## src/hdl/perspective_point_projector_macros.svh

```systemverilog
// Assertion macros shared by the projector RTL.
`ifndef PERSPECTIVE_POINT_PROJECTOR_MACROS_SVH
`define PERSPECTIVE_POINT_PROJECTOR_MACROS_SVH

// Checked only while out of reset.
`define PPP_ASSERT(lbl, prop, msg) \
	lbl: assert property (@(posedge clk) disable iff (!arst_n) prop) else $error(msg);

// Checked at every edge, reset included.
`define PPP_ASSERT_ALWAYS(lbl, prop, msg) \
	lbl: assert property (@(posedge clk) prop) else $error(msg);

`endif

```

## src/hdl/ppp_pkg.sv

```systemverilog
// Shared constants, types and codes of the perspective point projector.
package ppp_pkg;

	localparam int FRAC_BITS   = 16;
	localparam int DATA_W      = 32;
	localparam int COEF_COUNT  = 12;
	localparam int SLOT_W      = 4;
	localparam int DIM_W       = 13;
	localparam int CFG_IDX_W   = 1;

	// x, y, w accumulators: three floored products plus one coefficient
	localparam int ACC_W       = 2 * DATA_W - FRAC_BITS + 2;
	localparam int MAG_W       = ACC_W - 1;
	localparam int NUM_W       = MAG_W + DIM_W;
	localparam int DEN_W       = ACC_W;
	localparam int QUO_W       = DATA_W + FRAC_BITS;
	localparam int CMP_W       = DEN_W + DATA_W;
	localparam int DIV_STEPS   = (QUO_W + 1) / 2;
	localparam int LO_W        = 2 * DIV_STEPS;
	localparam int STEP_CNT_W  = $clog2(DIV_STEPS);
	localparam int SUM_W       = QUO_W + 3;

	localparam int QUEUE_DEPTH = 2;
	localparam int QPTR_W      = $clog2(QUEUE_DEPTH);
	localparam int QCNT_W      = $clog2(QUEUE_DEPTH + 1);

	localparam logic signed [ACC_W-1:0] W_MIN = ACC_W'((2 ** FRAC_BITS + 999) / 1000);
	localparam logic signed [DATA_W-1:0] ONE_FIX = DATA_W'(1) << FRAC_BITS;
	localparam logic signed [SUM_W-1:0] HALF_FIX = SUM_W'(1) << (FRAC_BITS - 1);
	localparam logic signed [SUM_W-1:0] SAT_HI = SUM_W'(2147483647);
	localparam logic signed [SUM_W-1:0] SAT_LO = ~SAT_HI;

	localparam logic [DIM_W-1:0] WIDTH_RESET  = DIM_W'(1920);
	localparam logic [DIM_W-1:0] HEIGHT_RESET = DIM_W'(1080);

	typedef enum logic {
		OP_LOAD    = 1'b0,
		OP_PROJECT = 1'b1
	} op_e;

	typedef enum logic [CFG_IDX_W-1:0] {
		REG_VIEWPORT_WIDTH  = 1'b0,
		REG_VIEWPORT_HEIGHT = 1'b1
	} cfg_reg_e;

	typedef enum logic [2:0] {
		BK_IDLE,
		BK_DOT,
		BK_DRAIN,
		BK_SCALE,
		BK_START,
		BK_DIV,
		BK_FIN
	} bk_state_t;

	typedef struct packed {
		op_e                       kind;
		logic [SLOT_W-1:0]         slot;
		logic signed [DATA_W-1:0]  value;
		logic signed [DATA_W-1:0]  px;
		logic signed [DATA_W-1:0]  py;
		logic signed [DATA_W-1:0]  pz;
	} cmd_t;

	typedef struct packed {
		logic              done;
		logic              sat;
		logic [QUO_W-1:0]  quo;
	} div_res_t;

endpackage

```

## src/hdl/ppp_if.sv

```systemverilog
// Item and result channel interfaces of the projector.
interface ppp_in_if;
	logic                                  valid;
	logic                                  ready;
	logic                                  op;
	logic [ppp_pkg::SLOT_W-1:0]            coef_index;
	logic signed [ppp_pkg::DATA_W-1:0]     coef_value;
	logic signed [ppp_pkg::DATA_W-1:0]     point_x;
	logic signed [ppp_pkg::DATA_W-1:0]     point_y;
	logic signed [ppp_pkg::DATA_W-1:0]     point_z;

	modport source (output valid, op, coef_index, coef_value, point_x, point_y, point_z,
		input ready);
	modport sink (input valid, op, coef_index, coef_value, point_x, point_y, point_z,
		output ready);
endinterface


```

## src/hdl/ppp_front.sv

```systemverilog
// Front end: accepts items, drops bad loads, queues commands for the back end.
`include "perspective_point_projector_macros.svh"

module ppp_front (
	input  logic           clk,
	input  logic           arst_n,
	ppp_in_if.sink         item,
	output ppp_pkg::cmd_t  cmd,
	output logic           cmd_valid,
	input  logic           cmd_ready
);

	ppp_pkg::cmd_t                   entries_q [ppp_pkg::QUEUE_DEPTH];
	logic [ppp_pkg::QPTR_W-1:0]      wr_ptr_q;
	logic [ppp_pkg::QPTR_W-1:0]      rd_ptr_q;
	logic [ppp_pkg::QCNT_W-1:0]      count_q;
	ppp_pkg::cmd_t                   new_cmd;
	logic                            accept;
	logic                            push;
	logic                            pop;
	logic                            bad_load;

	assign item.ready = (count_q != ppp_pkg::QCNT_W'(ppp_pkg::QUEUE_DEPTH));
	assign accept     = item.valid && item.ready;
	assign bad_load   = (item.op == ppp_pkg::OP_LOAD) &&
		(item.coef_index >= ppp_pkg::SLOT_W'(ppp_pkg::COEF_COUNT));
	assign push       = accept && !bad_load;
	assign pop        = cmd_valid && cmd_ready;

	always_comb begin
		new_cmd.kind  = ppp_pkg::op_e'(item.op);
		new_cmd.slot  = item.coef_index;
		new_cmd.value = item.coef_value;
		new_cmd.px    = item.point_x;
		new_cmd.py    = item.point_y;
		new_cmd.pz    = item.point_z;
	end

	assign cmd_valid = (count_q != '0);
	assign cmd       = entries_q[rd_ptr_q];

	always_ff @(posedge clk) begin
		if (push) begin
			entries_q[wr_ptr_q] <= new_cmd;
		end
	end

	always_ff @(posedge clk or negedge arst_n) begin
		if (!arst_n) begin
			wr_ptr_q <= '0;
			rd_ptr_q <= '0;
			count_q  <= '0;
		end else begin
			if (push) begin
				wr_ptr_q <= (wr_ptr_q == ppp_pkg::QPTR_W'(ppp_pkg::QUEUE_DEPTH - 1)) ?
					'0 : wr_ptr_q + 1'b1;
			end
			if (pop) begin
				rd_ptr_q <= (rd_ptr_q == ppp_pkg::QPTR_W'(ppp_pkg::QUEUE_DEPTH - 1)) ?
					'0 : rd_ptr_q + 1'b1;
			end
			if (push && !pop) begin
				count_q <= count_q + 1'b1;
			end else if (pop && !push) begin
				count_q <= count_q - 1'b1;
			end
		end
	end

	`PPP_ASSERT(a_count_bound, count_q <= ppp_pkg::QCNT_W'(ppp_pkg::QUEUE_DEPTH), "queue overfilled")
	`PPP_ASSERT(a_count_up, push && !pop |=> count_q == $past(count_q) + 1'b1, "push lost")
	`PPP_ASSERT(a_head_slot, cmd_valid && cmd.kind == ppp_pkg::OP_LOAD |-> cmd.slot < ppp_pkg::SLOT_W'(ppp_pkg::COEF_COUNT), "bad slot queued")

endmodule

```

## src/flat_wrapper.sv

```systemverilog
// flat-port wrapper written by rule: the top's interface ports become plain ports
module ppp_front_flat 
  (clk, arst_n, cmd, cmd_valid, cmd_ready, item_valid, item_op, item_coef_index, item_coef_value, item_point_x, item_point_y, item_point_z, item_ready);
  ppp_in_if item_i ();
  input  logic clk;
  input  logic arst_n;
  output ppp_pkg::cmd_t cmd;
  output logic cmd_valid;
  input  logic cmd_ready;
  input wire logic [$bits(item_i.valid)-1:0] item_valid;
  input wire logic [$bits(item_i.op)-1:0] item_op;
  input wire logic [$bits(item_i.coef_index)-1:0] item_coef_index;
  input wire logic [$bits(item_i.coef_value)-1:0] item_coef_value;
  input wire logic [$bits(item_i.point_x)-1:0] item_point_x;
  input wire logic [$bits(item_i.point_y)-1:0] item_point_y;
  input wire logic [$bits(item_i.point_z)-1:0] item_point_z;
  output wire logic [$bits(item_i.ready)-1:0] item_ready;
  assign item_i.valid = item_valid;
  assign item_i.op = item_op;
  assign item_i.coef_index = item_coef_index;
  assign item_i.coef_value = item_coef_value;
  assign item_i.point_x = item_point_x;
  assign item_i.point_y = item_point_y;
  assign item_i.point_z = item_point_z;
  assign item_ready = item_i.ready;
  ppp_front u_core (.clk(clk), .arst_n(arst_n), .item(item_i), .cmd(cmd), .cmd_valid(cmd_valid), .cmd_ready(cmd_ready));
endmodule
```

## config.mk

```make
export PLATFORM = sky130hd
export DESIGN_NAME = ppp_front_flat
export DESIGN_NICKNAME = d
export VERILOG_FILES = /design/src/hdl/ppp_pkg.sv /design/src/hdl/ppp_if.sv /design/src/hdl/ppp_front.sv /design/src/flat_wrapper.sv
export VERILOG_INCLUDE_DIRS = /design/src /design/src/hdl
export SDC_FILE = /design/constraint.sdc
export NUM_CORES = 1
export LEC_CHECK = 0
export BUFFER_PORTS_ARGS = -buffer_cell sky130_fd_sc_hd__buf_2
export CORE_UTILIZATION = 29
export DETAILED_ROUTE_END_ITERATION = 8
export RECOVER_POWER = 100
export SLEW_MARGIN = 40
export SYNTH_ARGS = -nofsm -noshare
export SYNTH_HDL_FRONTEND = slang
export SYNTH_SLANG_ARGS = --single-unit
```

## constraint.sdc

```tcl
create_clock -name clk -period 9.55 [get_ports clk]
set_clock_uncertainty 0.1 [all_clocks]
set_input_delay 0.4775 -clock clk [delete_from_list [all_inputs] [get_ports clk]]
set_output_delay 0.4775 -clock clk [all_outputs]
set_load 0.01 [all_outputs]
```

==> flow_metrics.tcl, run 1 <==
set metrics [dict create \
    fin_area_um2 13000 \
    cts_root_buffer "clkbuf_16" \
    layout_common_cells "266 x edfxtp_1, 148 x clkbuf_1, 132 x buf_2, 68 x mux2_2, 63 x mux2_1" \
    postRouteAntennaNets 0 \
    start_util_pct 29.7 \
    critPathKind "flip-flop to flip-flop" \
    viasPerCell 4.13 \
    critPathMaxFanout 66 \
    cp-start-kind "flip-flop" \
    fp.dieH_um 188 \
    h-tree-depth 1 \
    antenna_found_initial 0 \
    timing.rr.start "u_core.count_q[0]$_DFFE_PN0P_" \
    drt-pass1-iter-count 4 \
    fmax_ghz 0.199 \
    yosysUniqueCellTypes 15 \
    rows 67 \
    critPathArrivalTime_ns 4.96 \
    gr-total-overflow 0 \
    grt_pass1_wl_mm 30.4 \
    tns_ns 0 \
    wl_per_cell_um 16.2 \
    power_leakage_nw 4.51 \
    fin_crit_ns 5.02 \
    globalplace.congestion 0.708 \
    hold_class "input port to flip-flop" \
    powerDensity_nw_per_um2 292 \
    setup_ws_ns 4.53 \
    relSlewSlack_pct -160 \
    crit_end "u_core.entries_q[0][76]$_DFFE_PP_" \
    regArea_um2 8090 \
    track_usage_pct 11.1 \
    core_um2 33800 \
    n_fill_cell 3239 \
    layout_commonest_cell "edfxtp_1" \
    post_cts_buffers 0 \
    cp-end-kind "flip-flop" \
    clock_path_buffers 3 \
    rr_worst_depth 4 \
    rrSetupSlack_ns 4.53 \
    io_buffers 271 \
    area_growth_pct 29.8 \
    ir_drop_mv 0.160 \
    numCtsBuffers 29 \
    finalMaxSlewViolations 358 \
    wirelength_mm 20.4 \
    period_share_pct 52.5 \
    failed_checks "capacitance limit, slew limit" \
    cp.required_ns 9.50 \
    cts_num_sinks 270 \
    grt_pass1_vias 5444 \
    cp-startpoint "u_core.count_q[0]$_DFFE_PN0P_" \
    hold_viol 0 \
    die_area_um2 35400 \
    io_pins 272 \
    rsz0062_at_grt "no" \
    r2r-end "u_core.entries_q[0][76]$_DFFE_PP_" \
    yosysSeqAreaShare_pct 80.6 \
    vias 5192 \
    clk_pin_slew_worst_paths_ns 0.06 \
    setup_viol 0 \
    grt_max_degree 67 \
    nets 926 \
    status "complete, but fails checks" \
    yosysWarnings 0 \
    power.total_mw 3.80 \
    utilization_pct 38.6 \
    syn_inst 434 \
    synth_area_um2 10000 \
    syn_area_per_cell_um2 23.1 \
    cts_resized 0 \
    initialDrtViolationCount 243 \
    preCtsSetupSlack_ns 6.94 \
    synth_area_leaders "edfxtp_1 80%, mux2_4 9.0%, mux2_2 8.2%" \
    synth_seq_cells 270 \
    syn_nets 572 \
    die_w_um 188 \
    dpl.hpwl_mm 13.0 \
    yosys.area.top_type_share_pct 79.6 \
    tightest_slew_ns 3.90 \
    max-cap-violations 6 \
    synth_top_cell_by_area "edfxtp_1" \
    placed_area_um2 11900 \
    clk_latency_ns 0.54 \
    cts_tree "built" \
    drc 0 \
    drive_gt1_share_pct 30.8 \
    multiInputGateArea_um2 1600 \
]
worst min-delay path by stage:
stage               cells past startpoint                            endpoint               start  slack (ns)
floorplan                               0       u_core.count_q[0]$_DFFE_PN0P_              arst_n        0.08
global placement                        1       u_core.count_q[1]$_DFFE_PN0P_              arst_n        0.19
detailed placement                      1       u_core.count_q[1]$_DFFE_PN0P_              arst_n        0.19
CTS                                     1  u_core.entries_q[0][128]$_DFFE_PP_  item_coef_index[0]     0.00007
global route                            1   u_core.entries_q[1][86]$_DFFE_PP_    item_point_x[22]       0.002
finish                                  1   u_core.entries_q[1][13]$_DFFE_PP_    item_point_z[13]        0.04
power breakdown:
part,internal (mW),leakage [nW],switching [mW]
logic,0.423,1.54,0.584
registers,1.62,2.51,0.0725
clock network,0.672,0.464,0.431
logic make-up after synthesis:
kind of cell    share of synthesized area [%]
fa+ha+maj                               0.125
buf+inv                                  1.32
xor+xnor                                0.436
mux                                      17.2
compound gates                         0.0748
simple gates                            0.312
flops                                    80.6
registers in the layout, summed over array words and instances, names as in the netlist:
| register | flops |
|---|---|
| u_core.rd_ptr_q | 1 |
| u_core.wr_ptr_q | 1 |
| u_core.count_q | 2 |
| u_core.entries_q | 266 |
repair_timing:
action                                  CTS  global route
hold buffers                             59             2
hold endpoints to repair                113             2
endpoints found under the setup margin    0             0
synthesized netlist by cell type:
master / number
edfxtp_1: 266
mux2_2: 73
mux2_4: 60
buf_6: 8
buf_2: 7
dfrtp_1: 4
nor2_1: 3
xnor2_1: 3
inv_1: 2
nand2_1: 2
xor2_1: 2
ha_1: 1
nand2b_1: 1
o211ai_1: 1
or2_2: 1
metal layers:
| metal | track usage (%) | part of all wire, % |
|---|---|---|
| met1 | 13.8 | 42 |
| met2 | 18.4 | 47 |
| met3 | 3.56 | 7.6 |
| met4 | 3.35 | 2.6 |
| met5 | 0 | 0 |
through the flow:
stage / hold slack [ns] / cells
6_report: 0.0379 / 1258
4_1_cts: 0.0000709 / 1255
5_1_grt: 0.00247 / 1257
3_3_place_gp: 0.191 / 1144
3_5_place_dp: 0.194 / 1144
2_1_floorplan: 0.0819 / 434
final cells by class:
| class | instances | share of cell area (%) |
|---|---|---|
| timing repair buffer | 338 | 13.9 |
| clock buffer | 39 | 6.24 |
| multi-input combinational | 147 | 12.3 |
| sequential | 270 | 62.1 |
| clock inverter | 13 | 1.08 |
| inverter | 2 | 0.0576 |
| antenna | 1 | 0.0192 |
| tap | 448 | 4.30 |
worst max-delay path: stages (launching register included):
cell	delay (ns)
dfrtp_1	0.42
nand2b_1	0.16
o211ai_1	0.19
nor2_1	0.78
clkbuf_1	2.74
Note: power is estimated with default switching activity, not from simulation.
==> run 2: changes to the inputs <==
- ABC_AREA: not set -> 1
- clock period: 9.55 -> 4.7 ns (I/O delays scaled with it)
==> run 2 against run 1 <==
Compared with the run above: the run still ends with capacitance limit, slew limit left; hold slack improved by 0.28 ns; sequential share of layout area decreased by 3.0 points; first-iteration DRC count increased by 37%; worst setup slack got worse by 3.2 ns; register-to-register slack got worse by 3.2 ns; critical path depth increased by 1; maximum frequency increased by 48%; combinational power increased by 120%.
==> flow_metrics.tcl, run 2 <==
set metrics [dict create \
    cp-start-kind "flip-flop" \
    die_area_um2 34900 \
    wl_per_cell_um 14.4 \
    holdPathStages 2 \
    yosys.area.top_type_share_pct 80.5 \
    cts_num_sinks 270 \
    postRouteAntennaNets 0 \
    tns_ns 0 \
    cts_tree "built" \
    timing.rr.start "u_core.count_q[0]$_DFFE_PN0P_" \
    antenna_cells 0 \
    synth_common_cells "408 x nand2_1, 266 x edfxtp_1, 18 x buf_2" \
    layout_common_cells "408 x nand2_1, 266 x edfxtp_1, 233 x clkbuf_1, 137 x dlygate4sd3_1, 48 x buf_2" \
    synth_top_cell_by_area "edfxtp_1" \
    initialDrtViolationCount 332 \
    core_um2 33600 \
    utilization_pct 40.8 \
    io_pins 272 \
    layout_commonest_cell "nand2_1" \
    yosysWarnings 0 \
    syn_nets 863 \
    drt-pass1-iter-count 5 \
    synth_edf_count 266 \
    seq_power_share_pct 43.5 \
    synth_area_um2 9920 \
    cts_root_buffer "clkbuf_16" \
    clock_path_buffers 3 \
    largest_reg_flops 266 \
    hp-start "item_coef_value[31]" \
    rrSetupSlack_ns 1.32 \
    failed_checks "capacitance limit, slew limit" \
    combPwrFrac_pct 28.8 \
    internal_power_mw 5.20 \
    nets 1280 \
    hold_slack_ns 0.316 \
    power.total_mw 7.89 \
    reg_top3 "u_core.entries_q (266), u_core.count_q (2)" \
    p_clk_share_pct 27.7 \
    period_share_pct 72.0 \
    power_switching_mw 2.69 \
    viasPerCell 4.15 \
    rows 67 \
    synth-async-reset-ratio_pct 1.48 \
    numCtsBuffers 29 \
    relSlewSlack_pct -68.8 \
    wirelength_mm 23.2 \
    synth_seq_cells 270 \
    hold_viol 0 \
    area_growth_pct 38.1 \
    die_w_um 187 \
    hold_class "input port to flip-flop" \
    rr_worst_depth 5 \
    critPathArrivalTime_ns 3.39 \
    power_leakage_nw 5.26 \
    track_usage_pct 12.8 \
    grt_pass1_wl_mm 35.6 \
    top_register "u_core.entries_q" \
    critPathKind "flip-flop to flip-flop" \
    critPathMaxFanout 41 \
    dpl.hpwl_mm 13.7 \
    io_buffers 271 \
    post_cts_buffers 0 \
    yosysUniqueCellTypes 14 \
    synth_area_leaders "edfxtp_1 81%, nand2_1 15%, dfrtp_1 1.0%" \
    antenna_found_initial 0 \
    yosysSeqAreaShare_pct 81.5 \
    ys.flop_type "edfxtp_1" \
    gr-total-overflow 0 \
    swShare_pct 34.1 \
    grt_pass1_vias 6810 \
    fp.dieH_um 187 \
    fmax_ghz 0.295 \
    grt_max_degree 85 \
    syn_inst 725 \
    drive_gt1_share_pct 7.81 \
    setup_viol 0 \
    tightest_slew_ns 2.53 \
    powerDensity_nw_per_um2 576 \
    vias 6688 \
    status "complete, but fails checks" \
    fin_crit_ns 3.38 \
    cts_resized 0 \
    syn_area_per_cell_um2 13.7 \
    cp.required_ns 4.70 \
    h-tree-depth 1 \
    rsz0062_at_grt "no" \
    final_cells 1613 \
    start_util_pct 29.5 \
    max-cap-violations 5 \
    drc 0 \
    clk_latency_ns 0.54 \
    cts_hold_buf 137 \
    globalplace.congestion 0.739 \
    r2r-end "u_core.entries_q[1][33]$_DFFE_PP_" \
    cp-end-kind "flip-flop" \
    clk_pin_slew_worst_paths_ns 0.06 \
    numPlacedInstances 1422 \
    finalMaxSlewViolations 198 \
    min_to "u_core.entries_q[0][127]$_DFFE_PP_" \
    post-synth-top-count-cell "nand2_1" \
    ir_drop_mv 0.321 \
]
run 2: final cells by class:
class | count | area (µm²)
clock buffers | 38 | 759
fillers | 3235 | 19900
multi-input cells | 417 | 1590
inverters | 9 | 41.3
flip-flops and latches | 270 | 8090
clock inverters | 16 | 155
repair buffers | 415 | 2500
well taps | 448 | 561
run 2: logic make-up (layout without fill, tap and decap cells):
kind of cell | after synthesis | after routing | synth area share, %
AND/OR/NAND/NOR | 414 | 414 | 15.8
flip-flops | 270 | 270 | 81.5
buffers and inverters | 38 | 478 | 2.41
XOR/XNOR | 2 | 2 | 0.177
adder cells (fa/ha/maj) | 1 | 1 | 0.126
run 2: worst max-delay path, stage by stage (launching register included):
cell and delay [ns]:
dfrtp_1 0.38, inv_1 0.08, nand2_1 0.10, nand3_1 0.13
nor2_1 0.29, clkbuf_1 1.84
run 2: metal layers:
metal | track usage, % | routed length (µm) | share of wire [%] | vias to the layer above
li1 | - | - | - | 3287
met1 | 15.3 | 9340 | 40 | 3136
met2 | 22.5 | 11600 | 50 | 228
met3 | 3.71 | 1760 | 7.6 | 37
met4 | 3.31 | 423 | 1.8 | 0
met5 | 0 | 0 | 0 | -
run 2: power groups by stage:
stage	clock, mW	sequential [mW]	combinational, mW
after detailed placement	0	3.46	2.40
after global placement	0	3.45	2.39
final	2.19	3.43	2.27
after global routing	2.35	3.48	2.54
after floorplan	0	3.40	1.49
after CTS	2.25	3.41	2.50
run 2: per-stage QoR:
stage / instance area [µm²] / worst slack, ns
2_1_floorplan: 9930 / 0.843
3_3_place_gp: 11700 / 2.18
3_5_place_dp: 11700 / 2.20
4_1_cts: 14000 / 1.60
5_1_grt: 13700 / 1.02
6_report: 13700 / 1.32
run 2: worst max path at each step:
stage                                  startpoint                                 to  slack, ns  cells after the start
floorplan           u_core.count_q[0]$_DFFE_PN0P_   u_core.entries_q[0][0]$_DFFE_PP_       0.84                      4
global placement      u_core.rd_ptr_q$_DFFE_PN0P_                            cmd[62]       2.18                      5
detailed placement    u_core.rd_ptr_q$_DFFE_PN0P_                            cmd[62]       2.20                      5
CTS                   u_core.rd_ptr_q$_DFFE_PN0P_                            cmd[62]       1.60                      5
global route        u_core.count_q[0]$_DFFE_PN0P_  u_core.entries_q[1][33]$_DFFE_PP_       1.02                      5
finish              u_core.count_q[0]$_DFFE_PN0P_  u_core.entries_q[1][33]$_DFFE_PP_       1.32                      5
==> run 3: changes to the inputs <==
- ABC_AREA: 1 -> 0
- clock period: 4.7 -> 2.7 ns (I/O delays scaled with it)
==> run 3 against run 2 <==
Compared with the run above: the flow now finishes without violations; via count shrank 18%; worst setup slack lost 0.94 ns; non-clock buffer count shrank 2; power grew 65%; first-iteration DRC count shrank 47%; clock-buffer cell count shrank 3; cell count shrank 18%; global-route usage shrank 1.7 points; core utilization shrank 0.18 points; register-to-register slack lost 0.94 ns; clock power grew 60%; sequential share of layout area is essentially flat; critical path type unchanged; critical endpoint is now u_core.entries_q[0][39]$_DFFE_PP_.
==> flow_metrics.tcl, run 3 (same netlist as run 1, synthesis figures left out) <==
set metrics [dict create \
    track_usage_pct 11.1 \
    die_area_um2 35400 \
    fmax_ghz 0.431 \
    tns_ns 0 \
    grt_pass1_wl_mm 30.9 \
    grt_max_degree 73 \
    max-cap-violations 0 \
    rows 67 \
    layout_commonest_cell "edfxtp_1" \
    tightest_slew_ns 1.03 \
    placed_area_um2 12000 \
    drive_gt1_share_pct 27.1 \
    io_buffers 271 \
    cts_root_buffer "clkbuf_16" \
    fin_area_um2 13700 \
    cts_num_sinks 270 \
    antenna_cells 0 \
    nets 1001 \
    globalplace.congestion 0.702 \
    area_growth_pct 36.6 \
    core_um2 33800 \
    layout_common_cells "266 x edfxtp_1, 159 x clkbuf_1, 136 x dlygate4sd3_1, 113 x buf_2, 73 x mux2_2" \
    power_leakage_nw 4.76 \
    clk_latency_ns 0.55 \
    cp-end-kind "flip-flop" \
    ir_drop_mv 0.613 \
    rsz0062_at_grt "no" \
    setup_viol 0 \
    numCtsBuffers 29 \
    critPathKind "flip-flop to flip-flop" \
    dpl.hpwl_mm 12.3 \
    cp-start-kind "flip-flop" \
    fin_crit_ns 2.32 \
    powerDensity_nw_per_um2 950 \
    period_share_pct 86.0 \
    numPlacedInstances 1144 \
    hold_class "input port to flip-flop" \
    clk_pin_slew_worst_paths_ns 0.06 \
    fp.dieH_um 188 \
    h-tree-depth 1 \
    power.total_mw 13.0 \
    wirelength_mm 20.6 \
    preCtsSetupSlack_ns 0.793 \
    reg_top3 "u_core.entries_q (266), u_core.count_q (2)" \
    clock_path_buffers 3 \
    cp.required_ns 2.76 \
    io_pins 272 \
    finalMaxSlewViolations 0 \
    relSlewSlack_pct 31.2 \
    initialDrtViolationCount 177 \
    cts_resized 0 \
    cts_tree "built" \
    grt_pass1_vias 5800 \
    status "finished, final reports clean" \
    rrSetupSlack_ns 0.38 \
    hold_viol 0 \
    top_register "u_core.entries_q" \
    largest_reg_flops 266 \
    drc 0 \
    setup_ws_ns 0.378 \
    die_w_um 188 \
    utilization_pct 40.6 \
    critPathArrivalTime_ns 2.39 \
    start_util_pct 29.7 \
    postRouteAntennaNets 0 \
    hold_slack_ns 0.0245 \
    vias 5499 \
    gr-total-overflow 0 \
    final_cells 1329 \
    viasPerCell 4.14 \
    antenna_found_initial 1 \
    wl_per_cell_um 15.5 \
    drt-pass1-iter-count 4 \
    critPathMaxFanout 68 \
]
==> run 3: cell count changes in the layout (fill, tap and decap cells not counted), moves of 4 or more <==
cell | before | now
buf_2 | 48 | 113
clkinv_2 | 2 | 6
nand2_1 | 408 | 2
mux2_1 | 0 | 59
inv_1 | 7 | 2
mux2_2 | 0 | 73
clkbuf_1 | 233 | 159
clkbuf_2 | 1 | 5
==> run 3: worst max-delay path: stages (launching register included) <==
cell	delay [ns]
dfrtp_1	0.39
nand2b_1	0.15
o211ai_1	0.25
nor2_4	0.18
clkbuf_4	0.80
==> run 3: area by class of cell <==
type                       count  area [µm²]
clock inverter                14        81.3
timing repair buffer         413        2610
sequential                   270        8090
tap                          448         561
clock buffer                  35         748
multi-input combinational    147        1610
inverter                       2        7.51
fill                        3167       20100
==> run 3: final timing paths <==
kind | startpoint | to | cells past startpoint
worst max-delay path | u_core.count_q[0]$_DFFE_PN0P_ | u_core.entries_q[0][39]$_DFFE_PP_ | 4
worst min-delay path | item_valid | u_core.wr_ptr_q$_DFFE_PN0P_ | 3
worst max register to register | u_core.count_q[0]$_DFFE_PN0P_ | u_core.entries_q[0][39]$_DFFE_PP_ | 4
worst min register to register | u_core.count_q[1]$_DFFE_PN0P_ | u_core.count_q[1]$_DFFE_PN0P_ | 1
max in group asynchronous | arst_n | u_core.rd_ptr_q$_DFFE_PN0P_ | 3
min in group asynchronous | arst_n | u_core.rd_ptr_q$_DFFE_PN0P_ | 3
==> run 3: repair_timing <==
item | 4_1_cts | 5_1_grt
hold buffers | 136 | 0
endpoints found under the hold margin | 272 | 0
setup buffers | 0 | 0
==> run 3: where the power goes <==
| part | internal, mW | switching, mW |
|---|---|---|
| Combinational | 1.56 | 2.16 |
| Clock | 1.96 | 1.54 |
| Sequential | 5.63 | 0.175 |
| Total | 9.15 | 3.88 |
==> run 3: routing by layer <==
| metal | up-vias | track usage [%] | wire length [µm] |
|---|---|---|---|
| met1 | 2682 | 12.9 | 8040 |
| met5 | - | 0 | 13 |
| met3 | 45 | 3.11 | 1420 |
| li1 | 2582 | - | - |
| met4 | 2 | 4.10 | 670 |
| met2 | 188 | 19.4 | 10500 |
